===== src/hdl/escd_pkg.sv =====
`timescale 1ns / 1ps
// ----------------------------------------------------------------------------
// escd_pkg
// types, character codes and the decimal digit helper of the line decoder
// ----------------------------------------------------------------------------
package escd_pkg;

  localparam int unsigned MaxBeats = 6;

  typedef enum logic [1:0] {
    MODE_TEXT = 2'd0,
    MODE_ESC  = 2'd1,
    MODE_OCT1 = 2'd2,
    MODE_OCT2 = 2'd3
  } escd_mode_t;

  // expansion of one input byte, beat 0 goes out first
  typedef struct packed {
    logic [MaxBeats-1:0][7:0] bytes;
    logic [2:0]               cnt;
  } escd_exp_t;

  typedef struct packed {
    logic [2:0] hundreds;
    logic [3:0] tens;
    logic [3:0] ones;
  } escd_dec_t;

  localparam logic [7:0] CH_LF    = 8'h0a;
  localparam logic [7:0] CH_CR    = 8'h0d;
  localparam logic [7:0] CH_TAB   = 8'h09;
  localparam logic [7:0] CH_BSL   = 8'h5c;
  localparam logic [7:0] CH_LT    = 8'h3c;
  localparam logic [7:0] CH_GT    = 8'h3e;
  localparam logic [7:0] CH_QUOT  = 8'h22;
  localparam logic [7:0] CH_AMP   = 8'h26;
  localparam logic [7:0] CH_APOS  = 8'h27;
  localparam logic [7:0] CH_HASH  = 8'h23;
  localparam logic [7:0] CH_SEMI  = 8'h3b;
  localparam logic [7:0] CH_ZERO  = 8'h30;
  localparam logic [7:0] CH_LOW_N = 8'h6e;
  localparam logic [7:0] CH_LOW_R = 8'h72;
  localparam logic [7:0] CH_LOW_T = 8'h74;

  // 0..511 into decimal digits with parallel constant compares
  function automatic escd_dec_t to_decimal(logic [8:0] v);
    escd_dec_t  d;
    logic [8:0] rem;
    d.hundreds = 3'd0;
    for (int k = 1; k <= 5; k++) begin
      if (v >= 9'(k * 100)) d.hundreds = 3'(k);
    end
    rem = v - 9'(d.hundreds) * 9'd100;
    d.tens = 4'd0;
    for (int k = 1; k <= 9; k++) begin
      if (rem >= 9'(k * 10)) d.tens = 4'(k);
    end
    d.ones = 4'(rem - 9'(d.tens) * 9'd10);
    return d;
  endfunction

endpackage


===== src/hdl/escd_in_if.sv =====
`timescale 1ns / 1ps
// ----------------------------------------------------------------------------
// escd_in_if
// input channel: one raw byte of the escaped line per beat
// ----------------------------------------------------------------------------
interface escd_in_if;
  logic       valid;
  logic       ready;
  logic [7:0] in_byte;

  modport source (output valid, output in_byte, input ready);
  modport sink   (input valid, input in_byte, output ready);
endinterface


===== src/hdl/escd_out_if.sv =====
`timescale 1ns / 1ps
// ----------------------------------------------------------------------------
// escd_out_if
// result channel: one decoded byte per beat
// ----------------------------------------------------------------------------
interface escd_out_if;
  logic       valid;
  logic       ready;
  logic [7:0] out_byte;
  logic       last;

  modport source (output valid, output out_byte, output last, input ready);
  modport sink   (input valid, input out_byte, input last, output ready);
endinterface


===== src/hdl/escd_decode.sv =====
`timescale 1ns / 1ps
// ----------------------------------------------------------------------------
// escd_decode
// escape state machine and expansion of one input byte into up to six bytes
// ----------------------------------------------------------------------------
module escd_decode (
  input  logic               clk,
  input  logic               rst_n,
  input  logic               entity_en,
  input  logic               accept,
  input  logic [7:0]         in_byte,
  output escd_pkg::escd_exp_t exp
);

  escd_pkg::escd_mode_t mode_r, mode_nxt;
  logic [2:0]           d1_r, d1_nxt;
  logic [2:0]           d2_r, d2_nxt;
  logic                 is_oct;
  escd_pkg::escd_dec_t  dec;

  assign is_oct = (in_byte[7:3] == 5'b00110);
  assign dec    = escd_pkg::to_decimal({d1_r, d2_r, in_byte[2:0]});

  // next state
  always_comb begin
    mode_nxt = mode_r;
    d1_nxt   = d1_r;
    d2_nxt   = d2_r;
    case (mode_r)
      escd_pkg::MODE_TEXT: begin
        if (in_byte == escd_pkg::CH_BSL) mode_nxt = escd_pkg::MODE_ESC;
      end
      escd_pkg::MODE_ESC: begin
        if (is_oct && in_byte != escd_pkg::CH_LF) begin
          mode_nxt = escd_pkg::MODE_OCT1;
          d1_nxt   = in_byte[2:0];
        end else begin
          mode_nxt = escd_pkg::MODE_TEXT;
        end
      end
      escd_pkg::MODE_OCT1: begin
        if (is_oct) begin
          mode_nxt = escd_pkg::MODE_OCT2;
          d2_nxt   = in_byte[2:0];
        end else begin
          mode_nxt = escd_pkg::MODE_TEXT;
        end
      end
      escd_pkg::MODE_OCT2: begin
        mode_nxt = escd_pkg::MODE_TEXT;
      end
      default: mode_nxt = escd_pkg::MODE_TEXT;
    endcase
  end

  // expansion
  always_comb begin
    exp.bytes = '0;
    exp.cnt   = 3'd0;
    case (mode_r)
      escd_pkg::MODE_TEXT: begin
        if (in_byte == escd_pkg::CH_LF || in_byte == escd_pkg::CH_BSL) begin
          exp.cnt = 3'd0;
        end else if (entity_en && in_byte == escd_pkg::CH_LT) begin
          exp.bytes[0] = escd_pkg::CH_AMP;
          exp.bytes[1] = "l";
          exp.bytes[2] = "t";
          exp.bytes[3] = escd_pkg::CH_SEMI;
          exp.cnt      = 3'd4;
        end else if (entity_en && in_byte == escd_pkg::CH_GT) begin
          exp.bytes[0] = escd_pkg::CH_AMP;
          exp.bytes[1] = "g";
          exp.bytes[2] = "t";
          exp.bytes[3] = escd_pkg::CH_SEMI;
          exp.cnt      = 3'd4;
        end else if (entity_en && in_byte == escd_pkg::CH_QUOT) begin
          exp.bytes[0] = escd_pkg::CH_AMP;
          exp.bytes[1] = "q";
          exp.bytes[2] = "u";
          exp.bytes[3] = "o";
          exp.bytes[4] = "t";
          exp.bytes[5] = escd_pkg::CH_SEMI;
          exp.cnt      = 3'd6;
        end else if (entity_en && in_byte == escd_pkg::CH_AMP) begin
          exp.bytes[0] = escd_pkg::CH_AMP;
          exp.bytes[1] = "a";
          exp.bytes[2] = "m";
          exp.bytes[3] = "p";
          exp.bytes[4] = escd_pkg::CH_SEMI;
          exp.cnt      = 3'd5;
        end else if (entity_en && in_byte == escd_pkg::CH_APOS) begin
          exp.bytes[0] = escd_pkg::CH_AMP;
          exp.bytes[1] = "a";
          exp.bytes[2] = "p";
          exp.bytes[3] = "o";
          exp.bytes[4] = "s";
          exp.bytes[5] = escd_pkg::CH_SEMI;
          exp.cnt      = 3'd6;
        end else begin
          exp.bytes[0] = in_byte;
          exp.cnt      = 3'd1;
        end
      end
      escd_pkg::MODE_ESC: begin
        if (in_byte == escd_pkg::CH_LF || is_oct) begin
          exp.cnt = 3'd0;
        end else if (in_byte == escd_pkg::CH_LOW_N) begin
          exp.bytes[0] = escd_pkg::CH_LF;
          exp.cnt      = 3'd1;
        end else if (in_byte == escd_pkg::CH_LOW_R) begin
          exp.bytes[0] = escd_pkg::CH_CR;
          exp.cnt      = 3'd1;
        end else if (in_byte == escd_pkg::CH_LOW_T) begin
          exp.bytes[0] = escd_pkg::CH_TAB;
          exp.cnt      = 3'd1;
        end else if (in_byte == escd_pkg::CH_HASH) begin
          exp.bytes[0] = escd_pkg::CH_AMP;
          exp.bytes[1] = escd_pkg::CH_HASH;
          exp.cnt      = 3'd2;
        end else begin
          exp.bytes[0] = in_byte;
          exp.cnt      = 3'd1;
        end
      end
      escd_pkg::MODE_OCT1: begin
        if (!is_oct) begin
          exp.bytes[0] = escd_pkg::CH_ZERO | {5'd0, d1_r};
          exp.bytes[1] = in_byte;
          exp.cnt      = 3'd2;
        end
      end
      escd_pkg::MODE_OCT2: begin
        if (is_oct) begin
          exp.bytes[0] = escd_pkg::CH_AMP;
          exp.bytes[1] = escd_pkg::CH_HASH;
          // no leading zeros
          if (dec.hundreds != 3'd0) begin
            exp.bytes[2] = escd_pkg::CH_ZERO | {5'd0, dec.hundreds};
            exp.bytes[3] = escd_pkg::CH_ZERO | {4'd0, dec.tens};
            exp.bytes[4] = escd_pkg::CH_ZERO | {4'd0, dec.ones};
            exp.bytes[5] = escd_pkg::CH_SEMI;
            exp.cnt      = 3'd6;
          end else if (dec.tens != 4'd0) begin
            exp.bytes[2] = escd_pkg::CH_ZERO | {4'd0, dec.tens};
            exp.bytes[3] = escd_pkg::CH_ZERO | {4'd0, dec.ones};
            exp.bytes[4] = escd_pkg::CH_SEMI;
            exp.cnt      = 3'd5;
          end else begin
            exp.bytes[2] = escd_pkg::CH_ZERO | {4'd0, dec.ones};
            exp.bytes[3] = escd_pkg::CH_SEMI;
            exp.cnt      = 3'd4;
          end
        end else begin
          exp.bytes[0] = escd_pkg::CH_ZERO | {5'd0, d1_r};
          exp.bytes[1] = escd_pkg::CH_ZERO | {5'd0, d2_r};
          exp.bytes[2] = in_byte;
          exp.cnt      = 3'd3;
        end
      end
      default: exp.cnt = 3'd0;
    endcase
  end

  always_ff @(posedge clk) begin
    if (!rst_n) begin
      mode_r <= escd_pkg::MODE_TEXT;
      d1_r   <= 3'd0;
      d2_r   <= 3'd0;
    end else if (accept) begin
      mode_r <= mode_nxt;
      d1_r   <= d1_nxt;
      d2_r   <= d2_nxt;
    end
  end

endmodule


===== src/hdl/escd_out_buf.sv =====
`timescale 1ns / 1ps
// ----------------------------------------------------------------------------
// escd_out_buf
// result register holding one expansion and draining it a beat at a time
// ----------------------------------------------------------------------------
module escd_out_buf (
  input  logic                clk,
  input  logic                rst_n,
  input  logic                load,
  input  escd_pkg::escd_exp_t exp,
  output logic                can_load,
  output logic                out_valid,
  input  logic                out_ready,
  output logic [7:0]          out_byte,
  output logic                out_last
);

  logic [escd_pkg::MaxBeats-1:0][7:0] bytes_r;
  logic [2:0]                         cnt_r;
  logic [2:0]                         idx_r;

  assign out_valid = (cnt_r != 3'd0);
  assign out_byte  = bytes_r[idx_r];
  assign out_last  = (idx_r == cnt_r - 3'd1);
  // refill once the final beat leaves
  assign can_load  = !out_valid || (out_ready && out_last);

  always_ff @(posedge clk) begin
    if (load) bytes_r <= exp.bytes;
  end

  always_ff @(posedge clk) begin
    if (!rst_n) begin
      cnt_r <= 3'd0;
      idx_r <= 3'd0;
    end else if (load) begin
      cnt_r <= exp.cnt;
      idx_r <= 3'd0;
    end else if (out_valid && out_ready) begin
      if (out_last) begin
        cnt_r <= 3'd0;
        idx_r <= 3'd0;
      end else begin
        idx_r <= idx_r + 3'd1;
      end
    end
  end

  a_cnt_range: assert property (@(posedge clk) disable iff (!rst_n)
    cnt_r <= 3'd6) else $error("expansion count out of range");

  a_idx_in_range: assert property (@(posedge clk) disable iff (!rst_n)
    out_valid |-> idx_r < cnt_r) else $error("beat index past expansion");

  a_no_overwrite: assert property (@(posedge clk) disable iff (!rst_n)
    load |-> (!out_valid || (out_ready && out_last)))
    else $error("expansion loaded over pending beats");

  a_drain_empty: assert property (@(posedge clk) disable iff (!rst_n)
    (out_valid && out_ready && out_last && !load) |=> !out_valid)
    else $error("buffer not empty after final beat");

endmodule


===== src/hdl/escaped_text_line_decoder_unit.sv =====
`timescale 1ns / 1ps
// ----------------------------------------------------------------------------
// escaped_text_line_decoder_unit
// escaped text line decoder with optional markup entity expansion
// ----------------------------------------------------------------------------
// one raw byte is taken per in beat and turned into zero to six decoded
// bytes on the out channel, the final one of each input byte flagged with
// last. while the out channel is ready, a byte that decodes to one output
// beat is accepted every cycle, so plain text streams at one byte per clock;
// an expansion of n bytes holds the input channel while the result register
// drains its n beats, and a byte that yields nothing (newline, backslash,
// pending octal digit) loads no beat. the next input is taken in the same
// cycle as the final beat of the previous expansion leaves. cfg_we writes
// entity_escape_enable from cfg_wdata; write it only while the block is idle
module escaped_text_line_decoder_unit (
  input  logic          clk,
  input  logic          rst_n,
  input  logic          cfg_we,
  input  logic          cfg_wdata,
  escd_in_if.sink       in_chan,
  escd_out_if.source    out_chan
);

  logic                entity_en_r;
  logic                accept;
  logic                can_load;
  escd_pkg::escd_exp_t exp;

  // entity escape enable, the user must touch it only between lines; the block does not enforce it
  always_ff @(posedge clk) begin
    if (!rst_n) begin
      entity_en_r <= 1'b0;
    end else if (cfg_we) begin
      entity_en_r <= cfg_wdata;
    end
  end

  // a byte is taken whenever the result register is free or freeing
  assign in_chan.ready = can_load;
  assign accept        = in_chan.valid && can_load;

  // escape state machine and per-byte expansion
  escd_decode u_decode (
    .clk       (clk),
    .rst_n     (rst_n),
    .entity_en (entity_en_r),
    .accept    (accept),
    .in_byte   (in_chan.in_byte),
    .exp       (exp)
  );

  // result register, one decoded byte per beat
  escd_out_buf u_out_buf (
    .clk       (clk),
    .rst_n     (rst_n),
    .load      (accept),
    .exp       (exp),
    .can_load  (can_load),
    .out_valid (out_chan.valid),
    .out_ready (out_chan.ready),
    .out_byte  (out_chan.out_byte),
    .out_last  (out_chan.last)
  );

endmodule


===== src/flat_wrapper.sv =====
// flat-port wrapper written by rule: the top's interface ports become plain ports
module escaped_text_line_decoder_unit_flat 
  (clk, rst_n, cfg_we, cfg_wdata, in_chan_valid, in_chan_in_byte, in_chan_ready, out_chan_valid, out_chan_out_byte, out_chan_last, out_chan_ready);
  escd_in_if in_chan_i ();
  escd_out_if out_chan_i ();
  input  logic clk;
  input  logic rst_n;
  input  logic cfg_we;
  input  logic cfg_wdata;
  input wire logic [$bits(in_chan_i.valid)-1:0] in_chan_valid;
  input wire logic [$bits(in_chan_i.in_byte)-1:0] in_chan_in_byte;
  output wire logic [$bits(in_chan_i.ready)-1:0] in_chan_ready;
  output wire logic [$bits(out_chan_i.valid)-1:0] out_chan_valid;
  output wire logic [$bits(out_chan_i.out_byte)-1:0] out_chan_out_byte;
  output wire logic [$bits(out_chan_i.last)-1:0] out_chan_last;
  input wire logic [$bits(out_chan_i.ready)-1:0] out_chan_ready;
  assign in_chan_i.valid = in_chan_valid;
  assign in_chan_i.in_byte = in_chan_in_byte;
  assign in_chan_ready = in_chan_i.ready;
  assign out_chan_valid = out_chan_i.valid;
  assign out_chan_out_byte = out_chan_i.out_byte;
  assign out_chan_last = out_chan_i.last;
  assign out_chan_i.ready = out_chan_ready;
  escaped_text_line_decoder_unit u_core (.clk(clk), .rst_n(rst_n), .cfg_we(cfg_we), .cfg_wdata(cfg_wdata), .in_chan(in_chan_i), .out_chan(out_chan_i));
endmodule

===== config.mk =====
export PLATFORM = sky130hd
export DESIGN_NAME = escaped_text_line_decoder_unit_flat
export DESIGN_NICKNAME = d
export VERILOG_FILES = /design/src/hdl/escd_pkg.sv /design/src/hdl/escd_in_if.sv /design/src/hdl/escd_out_if.sv /design/src/hdl/escd_decode.sv /design/src/hdl/escd_out_buf.sv /design/src/hdl/escaped_text_line_decoder_unit.sv /design/src/flat_wrapper.sv
export SDC_FILE = /design/constraint.sdc
export NUM_CORES = 1
export LEC_CHECK = 0
export BUFFER_PORTS_ARGS = -buffer_cell sky130_fd_sc_hd__buf_2
export CORE_MARGIN = 1.5
export CORE_UTILIZATION = 35
export DETAILED_ROUTE_END_ITERATION = 10
export GPL_ROUTABILITY_DRIVEN = 0
export SKIP_LAST_GASP = 1
export SLEW_MARGIN = 0
export SYNTH_ARGS = -nofsm -noshare
export SYNTH_HDL_FRONTEND = slang
export SYNTH_SLANG_ARGS = --single-unit

===== constraint.sdc =====
create_clock -name clk -period 4.4 [get_ports clk]
set_input_delay 0.44 -clock clk [delete_from_list [all_inputs] [get_ports clk]]
set_output_delay 0.44 -clock clk [all_outputs]
set_load 0.02 [all_outputs]

==> reports/results.ini, run 1 <==
[outcome]
status = complete, but fails checks
failed_checks = setup timing

[sta]
finalClockSkew_ns = 0.00586
fmax_mhz = 217
rsz0062_at_grt = true
worst_pin_slew_ns = 0.782
fin_crit_sh_pct = 105
finalSetupViolCount = 2
final_hold_viol_count = 0
setup_slack_ns = -0.211
setup_tns_ns = -0.280
slew_viol_final = 0
period_minus_slack_ns = 4.61
slew_headroom_pct = 47.8

[logic_synthesis]
syn_nets = 522
yosys_warnings = 0
yosys-top-cells-area = edfxtp_1 27%, dfxtp_1 7.0%, ha_1 4.9%
async_reset_ff_share_pct = 0
netlist-cell-type-count = 79
synth.avg_cell_area_sq_um = 8.80
synth_edf_count = 38
syn_inst = 489
synth_seq_area_share_pct = 33.5
synth_flop_cell = edfxtp_1
yosys.area.top_type_share_pct = 26.5
synth-seq-cells = 53
synth_area_sq_um = 4310
yosysTopAreaCell = edfxtp_1

[detailed_routing]
wl_per_cell_microns = 17.3
route.detailed.drc = 0
ant_nets = 0
via_count = 4005
viasPerCell = 5.86
drt_iter0_drc = 411
finalWirelength_microns = 11800
first_pass_iters = 5

[worst_setup_path]
cp-start-kind = register
crit_family = compound AO/OA/AOI/OAI gates
path_cells = a22oi_1 > o21ai_0 > nand2_1 > a41o_1 > inv_2 > ha_4 > inv_2 > fa_2 > xnor2_2 > o2111ai_2 > o31ai_2 > a221oi_2 > o221ai_1 > o311a_1 > nand2b_4 > ha_4 > inv_2 > fa_2 > xnor2_2 > a222oi_1 > nand2_2 > o41ai_2
r2r_setup_slack_ns = -0.21
cp.arrival_ns = 4.72
crit_top_cell = inv_2
worst_path_max_delay_cell = a222oi_1
end_kind = register
critPathMaxStageDelay_ns = 0.46
cp_num_buf_inv = 3
cp_max_fo = 5
path_class = reg -> reg
critical_path_required_ns = 4.51

[finish]
antenna_cells = 0
fillerInstances = 1200
fin_area_sq_um = 5140
nets = 568
layout-drive-gt1-share_pct = 26.7
fin_cells = 683
area_growth_pct = 19.4

[cts]
clkLatencyLatePin_ns = 0.29
postCtsHoldBufs = 0
cts.sinks = 53
cts_htree_levels = 2
cts.clk_slew.worst_paths_ns = 0.07
max-clock-path-buffers = 2
cts_tree = yes
cts_buffers = 5
cts.root.buffer_cell = clkbuf_16

[pwr]
ir_drop_uv = 213
p_total_mw = 1.11
leakage_nw = 2.00
p_per_area_nw_per_um2 = 215

[placed_design]
dpl.hpwl_microns = 8820
dp.cells = 667
place_area_sq_um = 4770
portBuffers = 24

[floorplan]
start_util_pct = 35.8
io_pins = 25
die_area_sq_um = 13000
core_sq_um = 12000
rows = 40
die_x_microns = 114
die_h_microns = 114

[global_routing]
grt_pass1_vias = 3849
grt_max_degree = 26
grt_pass1_wl_microns = 19600
grt_usage_pct = 18.8
grt-ovfl-total = 0
grt_antenna_before_repair = 1

[hold_path]
hold_class = in -> reg

[job]
cap_viol_max_count = 0

==> power by group <==
part,switching (mW),total [mW],internal [mW]
clock,0.180,0.392,0.212
combinational,0.0926,0.149,0.0563
sequential,0.00705,0.564,0.557
total,0.280,1.11,0.826
==> area by class of cell <==
type	instances	area, sq um	share of cell area [%]
clock inverter	3	21.3	0.414
tap	147	184	3.58
clock buffer	5	125	2.43
sequential	53	1450	28.3
timing repair buffer	70	480	9.34
inverter	32	120	2.34
multi-input combinational	373	2760	53.6
==> sequential cells by signal, indices dropped and copies added, names as in the netlist <==
signal,count
u_core.entity_en_r,1
u_core.u_decode.d2_r,3
u_core.u_decode.d1_r,3
u_core.u_out_buf.cnt_r,3
u_core.u_decode.mode_r,2
u_core.u_out_buf.idx_r,3
u_core.u_out_buf.bytes_r,38
==> per-layer routing <==
layer | vias up | track usage (%) | wire length (microns)
met5 | - | 0 | 0
met2 | 184 | 29.9 | 5230
met3 | 30 | 2.92 | 832
met1 | 1879 | 26.5 | 5450
li1 | 1912 | - | -
met4 | 0 | 5.67 | 305
==> through the flow <==
step           utilization, %  hold slack, ns  worst slack [ns]
6_report                 42.8           0.390            -0.211
5_1_grt                  42.8           0.405            -0.500
4_1_cts                  41.3           0.386          -0.00196
3_5_place_dp             39.7           0.483            -0.195
3_3_place_gp             39.7           0.480          -0.00705
2_1_floorplan               -           0.456            0.0287
==> worst register-to-register path, stage by stage (launching register included) <==
cell,delay (ns)
dfxtp_2,0.40
a22oi_1,0.10
o21ai_0,0.19
nand2_1,0.08
a41o_1,0.25
inv_2,0.08
ha_4,0.14
inv_2,0.04
fa_2,0.43
xnor2_2,0.23
o2111ai_2,0.15
o31ai_2,0.09
a221oi_2,0.05
o221ai_1,0.20
o311a_1,0.25
nand2b_4,0.15
ha_4,0.12
inv_2,0.03
fa_2,0.37
xnor2_2,0.16
a222oi_1,0.46
nand2_2,0.11
o41ai_2,0.36
==> cell usage after synthesis, types with 4 or more instances <==
library cell	n
nand3_1	12
buf_2	7
nand2b_1	6
a211oi_1	4
a31oi_1	10
a22oi_1	5
mux2i_1	13
nand2_1	43
nand4_1	4
o2111ai_1	5
o31ai_1	6
and2_1	9
nor2b_1	10
inv_1	32
a21oi_1	28
o21bai_1	4
nor2_1	48
o22ai_1	7
ha_1	17
and3_1	6
o21ai_0	26
xnor2_1	8
nor3_1	13
edfxtp_1	38
mux4_2	7
nor4_1	4
dfxtp_1	15
nor3b_1	4
clkbuf_1	17
==> kinds of logic after synthesis <==
group | Yosys count | share of synthesized area [%]
AO/OA/AOI/OAI | 139 | 22.6
buffers and inverters | 63 | 6.16
AND/OR/NAND/NOR | 181 | 21.6
adder cells (fa/ha/maj) | 20 | 6.10
flip-flops | 53 | 33.5
multiplexers | 21 | 6.95
XOR/XNOR | 12 | 3.05
==> what timing repair did <==
| item | in CTS | in global routing |
|---|---|---|
| setup buffers | 2 | 6 |
| setup endpoints to repair | 3 | 6 |
| pin swaps | 8 | 18 |
| resized for setup | 8 | 32 |
==> path summary, 6_finish.rpt <==
path	from	endpoint	depth (start not counted)
worst min register to register	u_core.u_out_buf.cnt_r[0]	u_core.u_out_buf.cnt_r[0]	2
worst max register to register	u_core.u_decode.d2_r[1]	u_core.u_out_buf.bytes_r[19]	22
worst max-delay path	u_core.u_decode.d2_r[1]	u_core.u_out_buf.bytes_r[19]	22
worst min-delay path	cfg_wdata	u_core.entity_en_r	3
==> cell usage in the layout, fill, tap and decap left out, types with 12 or more instances in the layout <==
| master | n |
|---|---|
| nor2_1 | 48 |
| o21ai_0 | 26 |
| edfxtp_1 | 38 |
| ha_1 | 14 |
| a21oi_1 | 28 |
| buf_4 | 42 |
| nand3_1 | 12 |
| mux2i_1 | 13 |
| nand2_1 | 41 |
| inv_1 | 27 |
| buf_2 | 24 |
Power figures use the tool's default switching activity.
==> run 2: changes to the inputs <==
Settings changed: CAP_MARGIN from default to 20.
Clock period 4.4 ns to 5.1 ns, I/O delays scaled along.
==> reports/results.ini, run 2 (synthesis results as in run 1) <==
[worst_setup_path]
r2r_setup_slack_ns = 0.40  ; was -0.21 ns
path_class = reg -> reg  ; unchanged
crit_end = u_core.u_out_buf.bytes_r[19]  ; unchanged
cp_num_buf_inv = 4  ; was 3
cp.arrival_ns = 4.81  ; was 4.72 ns
cp_max_fo = 9  ; was 5
end_kind = register  ; unchanged
cp.depth = 22  ; unchanged
cp-start-kind = register  ; unchanged
worstRegToRegCells = 22  ; unchanged
crit_top_cell = inv_1  ; was inv_2
worst_path_max_delay_cell = dfxtp_4  ; was a222oi_1
timing.rr.end = u_core.u_out_buf.bytes_r[19]  ; unchanged
critical_path_required_ns = 5.21  ; was 4.51 ns
crit_family = compound AO/OA/AOI/OAI gates  ; unchanged
path_cells = nor3_2 > nand2b_1 > a211oi_1 > a41o_1 > inv_1 > ha_1 > inv_1 > fa_2 > xor2_1 > buf_4 > nand2_1 > nor4_1 > o221ai_1 > o311a_1 > nand2b_1 > ha_1 > inv_1 > fa_2 > xnor2_1 > a222oi_1 > nand2_1 > o41ai_2  ; was a22oi_1 > o21ai_0 > nand2_1 > a41o_1 > inv_2 > ha_4 > inv_2 > fa_2 > xnor2_2 > o2111ai_2 > o31ai_2 > a221oi_2 > o221ai_1 > o311a_1 > nand2b_4 > ha_4 > inv_2 > fa_2 > xnor2_2 > a222oi_1 > nand2_2 > o41ai_2
crit_path_start = u_core.u_decode.d2_r[0]  ; was u_core.u_decode.d2_r[1]
critPathMaxStageDelay_ns = 0.39  ; was 0.46 ns
r2r-start = u_core.u_decode.d2_r[0]  ; was u_core.u_decode.d2_r[1]

[detailed_routing]
via_count = 3959  ; was 4005
viasPerCell = 6.07  ; was 5.86
first_pass_iters = 5  ; unchanged
drt_iter0_drc = 732  ; was 411
wl_per_cell_microns = 18.1  ; was 17.3 microns
route.detailed.drc = 0  ; unchanged
finalWirelength_microns = 11800  ; about the same
ant_nets = 0  ; unchanged

[floorplan]
start_util_pct = 35.8  ; unchanged
die_h_microns = 114  ; unchanged
die_x_microns = 114  ; unchanged
core_sq_um = 12000  ; unchanged
die_area_sq_um = 13000  ; unchanged
rows = 40  ; unchanged
io_pins = 25  ; unchanged

[finish]
final_common_cell = nor2_1  ; unchanged
fillerInstances = 1211  ; was 1200
nets = 537  ; was 568
regMostFlops = u_core.u_out_buf.bytes_r  ; unchanged
layout_common_cells = 48 x nor2_1, 43 x nand2_1, 38 x edfxtp_1, 31 x inv_1, 28 x a21oi_1  ; was 48 x nor2_1, 42 x buf_4, 41 x nand2_1, 38 x edfxtp_1, 28 x a21oi_1
area_growth_pct = 11.2  ; was 19.4%
layout-drive-gt1-share_pct = 18.4  ; was 26.7%
antenna_cells = 0  ; unchanged
largest_reg_flops = 38  ; unchanged

[global_routing]
grt_max_degree = 29  ; was 26
grt_antenna_before_repair = 0  ; was 1
grt_usage_pct = 18.2  ; was 18.8%
grt_pass1_vias = 3654  ; was 3849
grt-ovfl-total = 0  ; unchanged
grt_pass1_wl_microns = 19000  ; was 19600 microns

[sta]
whs_ns = 0.446  ; was 0.390 ns
worst_pin_slew_ns = 0.743  ; was 0.782 ns
final_hold_viol_count = 0  ; unchanged
slew_viol_final = 0  ; unchanged
finalClockSkew_ns = 0.00971  ; was 0.00586 ns
finalSetupViolCount = 0  ; was 2
slew_headroom_pct = 50.5  ; was 47.8%
fin_crit_sh_pct = 92.2  ; was 105%
period_minus_slack_ns = 4.70  ; was 4.61 ns
fmax_mhz = 213  ; was 217 MHz

[cts]
cts_tree = yes  ; unchanged
clkLatencyLatePin_ns = 0.30  ; was 0.29 ns
max-clock-path-buffers = 2  ; unchanged
cts_buffers = 5  ; unchanged
cts.root.buffer_cell = clkbuf_16  ; unchanged
cts_htree_levels = 2  ; unchanged
cts.clk_slew.worst_paths_ns = 0.08  ; was 0.07 ns
cts.sinks = 53  ; unchanged

[pwr]
seqPwrFrac_pct = 48.3  ; was 51.0%
swShare_pct = 24.8  ; was 25.3%
p_total_mw = 1.01  ; was 1.11 mW
p_switching_mw = 0.250  ; was 0.280 mW
ir_drop_uv = 109  ; was 213 uV
p_per_area_nw_per_um2 = 211  ; was 215 nW/um^2
combinationalPowerShare_pct = 12.3  ; was 13.5%
power_frac_clock_pct = 39.4  ; was 35.5%
power.internal_mw = 0.759  ; was 0.826 mW
leakage_nw = 1.83  ; was 2.00 nW

[placed_design]
dpl.hpwl_microns = 8610  ; was 8820 microns
portBuffers = 24  ; unchanged

[job]
cap_viol_max_count = 0  ; unchanged

[hold_path]
hold_class = in -> reg  ; unchanged

[outcome]
status = finished, final reports clean  ; was complete, but fails checks

run 2: power groups by stage:
| stage | Clock [mW] | Sequential [mW] | Combinational, mW |
|---|---|---|---|
| 2_1_floorplan | 0 | 0.496 | 0.0849 |
| 3_3_place_gp | 0 | 0.497 | 0.120 |
| 3_5_place_dp | 0 | 0.498 | 0.122 |
| 4_1_cts | 0.398 | 0.488 | 0.122 |
| 5_1_grt | 0.416 | 0.489 | 0.135 |
| 6_report | 0.398 | 0.487 | 0.124 |
run 2: final cells by class:
cell class / instances / area, sq um / share of cell area [%]
clock buffers: 5 / 125 / 2.61
clock inverters: 3 / 43.8 / 0.914
inverters: 32 / 120 / 2.51
multi-input cells: 373 / 2630 / 54.9
flip-flops and latches: 53 / 1450 / 30.3
well taps: 147 / 184 / 3.84
repair buffers: 39 / 233 / 4.86
run 2: tightest hold or removal path: cells and delay by family:
| kind | cells | cell delay [ns] |
|---|---|---|
| buffers and inverters | 1 | 0.08 |
| muxes | 1 | 0.06 |
| and+or+nand+nor | 1 | 0.07 |
run 2: how the worst min path moves through the flow:
stage                                          from                   endpoint  slack, ns  depth (start not counted)
after floorplan           u_core.u_out_buf.cnt_r[0]  u_core.u_out_buf.cnt_r[0]       0.46                          2
after global placement    u_core.u_out_buf.cnt_r[0]  u_core.u_out_buf.cnt_r[0]       0.48                          2
after detailed placement  u_core.u_out_buf.cnt_r[0]  u_core.u_out_buf.cnt_r[0]       0.50                          2
after CTS                                 cfg_wdata         u_core.entity_en_r       0.45                          3
after global routing                      cfg_wdata         u_core.entity_en_r       0.47                          3
final                                     cfg_wdata         u_core.entity_en_r       0.45                          3
run 2: through the flow:
| stage | setup WS (ns) | TNS [ns] | util, % | cells | instance area (sq um) |
|---|---|---|---|---|---|
| finish | 0.398 | 0 | 39.9 | 652 | 4790 |
| global route | -0.0237 | -0.0237 | 39.9 | 652 | 4790 |
| CTS | 0.118 | 0 | 39.1 | 646 | 4700 |
| detailed placement | 0.141 | 0 | 37.7 | 638 | 4530 |
| global placement | 0.353 | 0 | 37.7 | 638 | 4530 |
| floorplan | 0.391 | 0 | - | 489 | 4310 |
run 2: repair_timing:
action	CTS	global route
setup buffers	0	6
resized for setup	0	15
endpoints found under the setup margin	0	4
hold buffers	0	0
run 2: metal layers:
layer	wire, microns	GRT usage, %	up-vias
met5	0	0	-
met4	308	5.00	0
met3	1010	3.19	34
met2	5170	28.4	201
met1	5320	26.0	1872
li1	-	-	1852
==> run 3: changes to the inputs <==
Settings changed: CORE_UTILIZATION 35 to 40.
==> reports/results.ini, run 3 (synthesis results as in run 1) <==
[detailed_routing]
topRoutingLayerUsed = met4  ; unchanged
route.met3.wl_microns = 656  ; was 1010 microns
via_count = 3790  ; was 3959
ant_nets = 0  ; unchanged
wl_met2_microns = 4980  ; was 5170 microns
wl_per_cell_microns = 17.7  ; was 18.1 microns
first_pass_iters = 5  ; unchanged
viasPerCell = 5.97  ; was 6.07
finalWirelength_microns = 11200  ; was 11800 microns
drt-met1-wl_microns = 5360  ; was 5320 microns
drt_iter0_drc = 504  ; was 732
route.detailed.drc = 0  ; unchanged

[worst_setup_path]
path_cells = inv_1 > nand2_1 > nor3b_1 > a211oi_1 > a41o_1 > inv_1 > ha_1 > inv_1 > fa_2 > xor2_1 > buf_4 > a21oi_1 > a211oi_1 > o22ai_1 > o311a_1 > nand2b_1 > ha_1 > inv_1 > fa_1 > xnor2_1 > a222oi_1 > nand2_1 > o41ai_2  ; was nor3_2 > nand2b_1 > a211oi_1 > a41o_1 > inv_1 > ha_1 > inv_1 > fa_2 > xor2_1 > buf_4 > nand2_1 > nor4_1 > o221ai_1 > o311a_1 > nand2b_1 > ha_1 > inv_1 > fa_2 > xnor2_1 > a222oi_1 > nand2_1 > o41ai_2
crit_family = compound AO/OA/AOI/OAI gates  ; unchanged
end_kind = register  ; unchanged
cp-start-kind = register  ; unchanged
worstRegToRegCells = 23  ; was 22
r2r_setup_slack_ns = 0.37  ; was 0.40 ns
path_class = reg -> reg  ; unchanged
timing.rr.end = u_core.u_out_buf.bytes_r[19]  ; unchanged
cp.arrival_ns = 4.85  ; was 4.81 ns
critPathMaxStageDelay_ns = 0.44  ; was 0.39 ns
cp_max_fo = 13  ; was 9
worst_path_max_delay_cell = fa_1  ; was dfxtp_4
crit_top_cell = inv_1  ; unchanged
critical_path_required_ns = 5.23  ; was 5.21 ns
cp_num_buf_inv = 5  ; was 4
r2r-start = u_core.u_decode.d1_r[1]  ; was u_core.u_decode.d2_r[0]

[sta]
finalClockSkew_ns = 0.00921  ; was 0.00971 ns
setup_slack_ns = 0.374  ; was 0.398 ns
slew_viol_final = 0  ; unchanged
worst_pin_slew_ns = 0.741  ; was 0.743 ns
rsz0062_at_grt = false
setup_tns_ns = 0  ; unchanged
whs_ns = 0.432  ; was 0.446 ns
slew_headroom_pct = 50.6  ; was 50.5%
final_hold_viol_count = 0  ; unchanged
fin_crit_sh_pct = 92.7  ; was 92.2%
finalSetupViolCount = 0  ; unchanged
period_minus_slack_ns = 4.73  ; was 4.70 ns
fmax_mhz = 212  ; was 213 MHz

[global_routing]
grt_pass1_vias = 3564  ; was 3654
grt-ovfl-total = 0  ; unchanged
grt_antenna_before_repair = 0  ; unchanged
grt_usage_pct = 20.4  ; was 18.2%
grt_pass1_wl_microns = 18400  ; was 19000 microns
grt_max_degree = 40  ; was 29

[finish]
fin_util_pct = 44.6  ; was 39.9%
largest_reg_flops = 38  ; unchanged
seq_area_sq_um = 1450  ; about the same
final_common_cell = nor2_1  ; unchanged
fin_area_sq_um = 4630  ; was 4790 sq um
antenna_cells = 0  ; unchanged
nets = 531  ; was 537
area_growth_pct = 7.53  ; was 11.2%
layout-drive-gt1-share_pct = 16.2  ; was 18.4%
multi_input_area_sq_um = 2610  ; was 2630 sq um
layout_common_cells = 48 x nor2_1, 43 x nand2_1, 38 x edfxtp_1, 32 x inv_1, 28 x a21oi_1  ; was 48 x nor2_1, 43 x nand2_1, 38 x edfxtp_1, 31 x inv_1, 28 x a21oi_1
fillerInstances = 1052  ; was 1211
regMostFlops = u_core.u_out_buf.bytes_r  ; unchanged
fin_cells = 635  ; was 652

[hold_path]
hold_start = cfg_wdata  ; unchanged
hold_class = in -> reg  ; unchanged
min_path_cells = 3  ; unchanged
whs_endpoint = u_core.entity_en_r  ; unchanged

[cts]
clkLatencyLatePin_ns = 0.31  ; was 0.30 ns
cts.sinks = 53  ; unchanged
cts.root.buffer_cell = clkbuf_8  ; was clkbuf_16
cts_buffers = 5  ; unchanged
cts_tree = yes  ; unchanged
cts.clk_slew.worst_paths_ns = 0.11  ; was 0.08 ns
cts_setup_buffers = 0  ; unchanged
max-clock-path-buffers = 2  ; unchanged
cts_htree_levels = 2  ; unchanged

[job]
cap_viol_max_count = 0  ; unchanged

[pwr]
p_total_mw = 0.858  ; was 1.01 mW
p_per_area_nw_per_um2 = 185  ; was 211 nW/um^2
ir_drop_uv = 114  ; was 109 uV
leakage_nw = 1.75  ; was 1.83 nW

[floorplan]
core_sq_um = 10400  ; was 12000 sq um
rows = 37  ; was 40
die_x_microns = 107  ; was 114 microns
die_h_microns = 107  ; was 114 microns
io_pins = 25  ; unchanged
start_util_pct = 41.5  ; was 35.8%
die_area_sq_um = 11400  ; was 13000 sq um

[placed_design]
place_area_sq_um = 4520  ; was 4530 sq um
preCtsSetupSlack_ns = 0.206  ; was 0.141 ns
dp.cells = 627  ; was 638
dpl.hpwl_microns = 8400  ; was 8610 microns
portBuffers = 24  ; unchanged

[outcome]
status = finished, final reports clean  ; unchanged

run 3: cell types whose count changed in the layout (fill, tap and decap cells not counted), sizes merged:
| cell | previous run | this run |
|---|---|---|
| inv | 33 | 34 |
| clkinv | 1 | 0 |
| buf | 39 | 33 |
| clkinvlp | 0 | 1 |
| bufinv | 1 | 0 |
run 3: final cells by class:
type,count,share of cell area (%)
clock buffers,5,1.49
clock inverters,3,0.541
inverters,32,2.59
multi-input cells,373,56.4
flip-flops and latches,53,31.3
well taps,136,3.68
repair buffers,33,4.05
run 3: metal layers:
metal	vias to the layer above	GRT usage (%)
met1	1780	29.1
met5	-	0
li1	1839	-
met2	152	32.7
met3	19	2.31
met4	0	6.00
run 3: repair_timing:
item | in CTS | in global routing
hold buffers | 0 | 0
gates resized for setup | 0 | 7
endpoints found under the setup margin | 0 | 4
run 3: tightest hold or removal path, delay by kind of cell:
kind / cells / cell delay, ns
AND/OR/NAND/NOR: 1 / 0.08
buffers and inverters: 1 / 0.08
multiplexers: 1 / 0.05
run 3: worst max path at each step:
stage | slack (ns) | end | depth (start not counted) | from
after floorplan | 0.39 | u_core.u_out_buf.bytes_r[19] | 23 | in_chan_in_byte[2]
after global placement | 0.38 | u_core.u_out_buf.bytes_r[19] | 23 | in_chan_in_byte[2]
after detailed placement | 0.21 | u_core.u_out_buf.bytes_r[19] | 22 | u_core.u_decode.d1_r[0]
after CTS | 0.12 | u_core.u_out_buf.bytes_r[19] | 22 | u_core.u_decode.d1_r[0]
after global routing | 0.02 | u_core.u_out_buf.bytes_r[19] | 23 | u_core.u_decode.d1_r[1]
final | 0.37 | u_core.u_out_buf.bytes_r[19] | 23 | u_core.u_decode.d1_r[1]
run 3: where the power goes:
part / internal (mW) / switching [mW]
logic: 0.0439 / 0.0748
registers: 0.482 / 0.00697
clock network: 0.100 / 0.150
total: 0.626 / 0.232
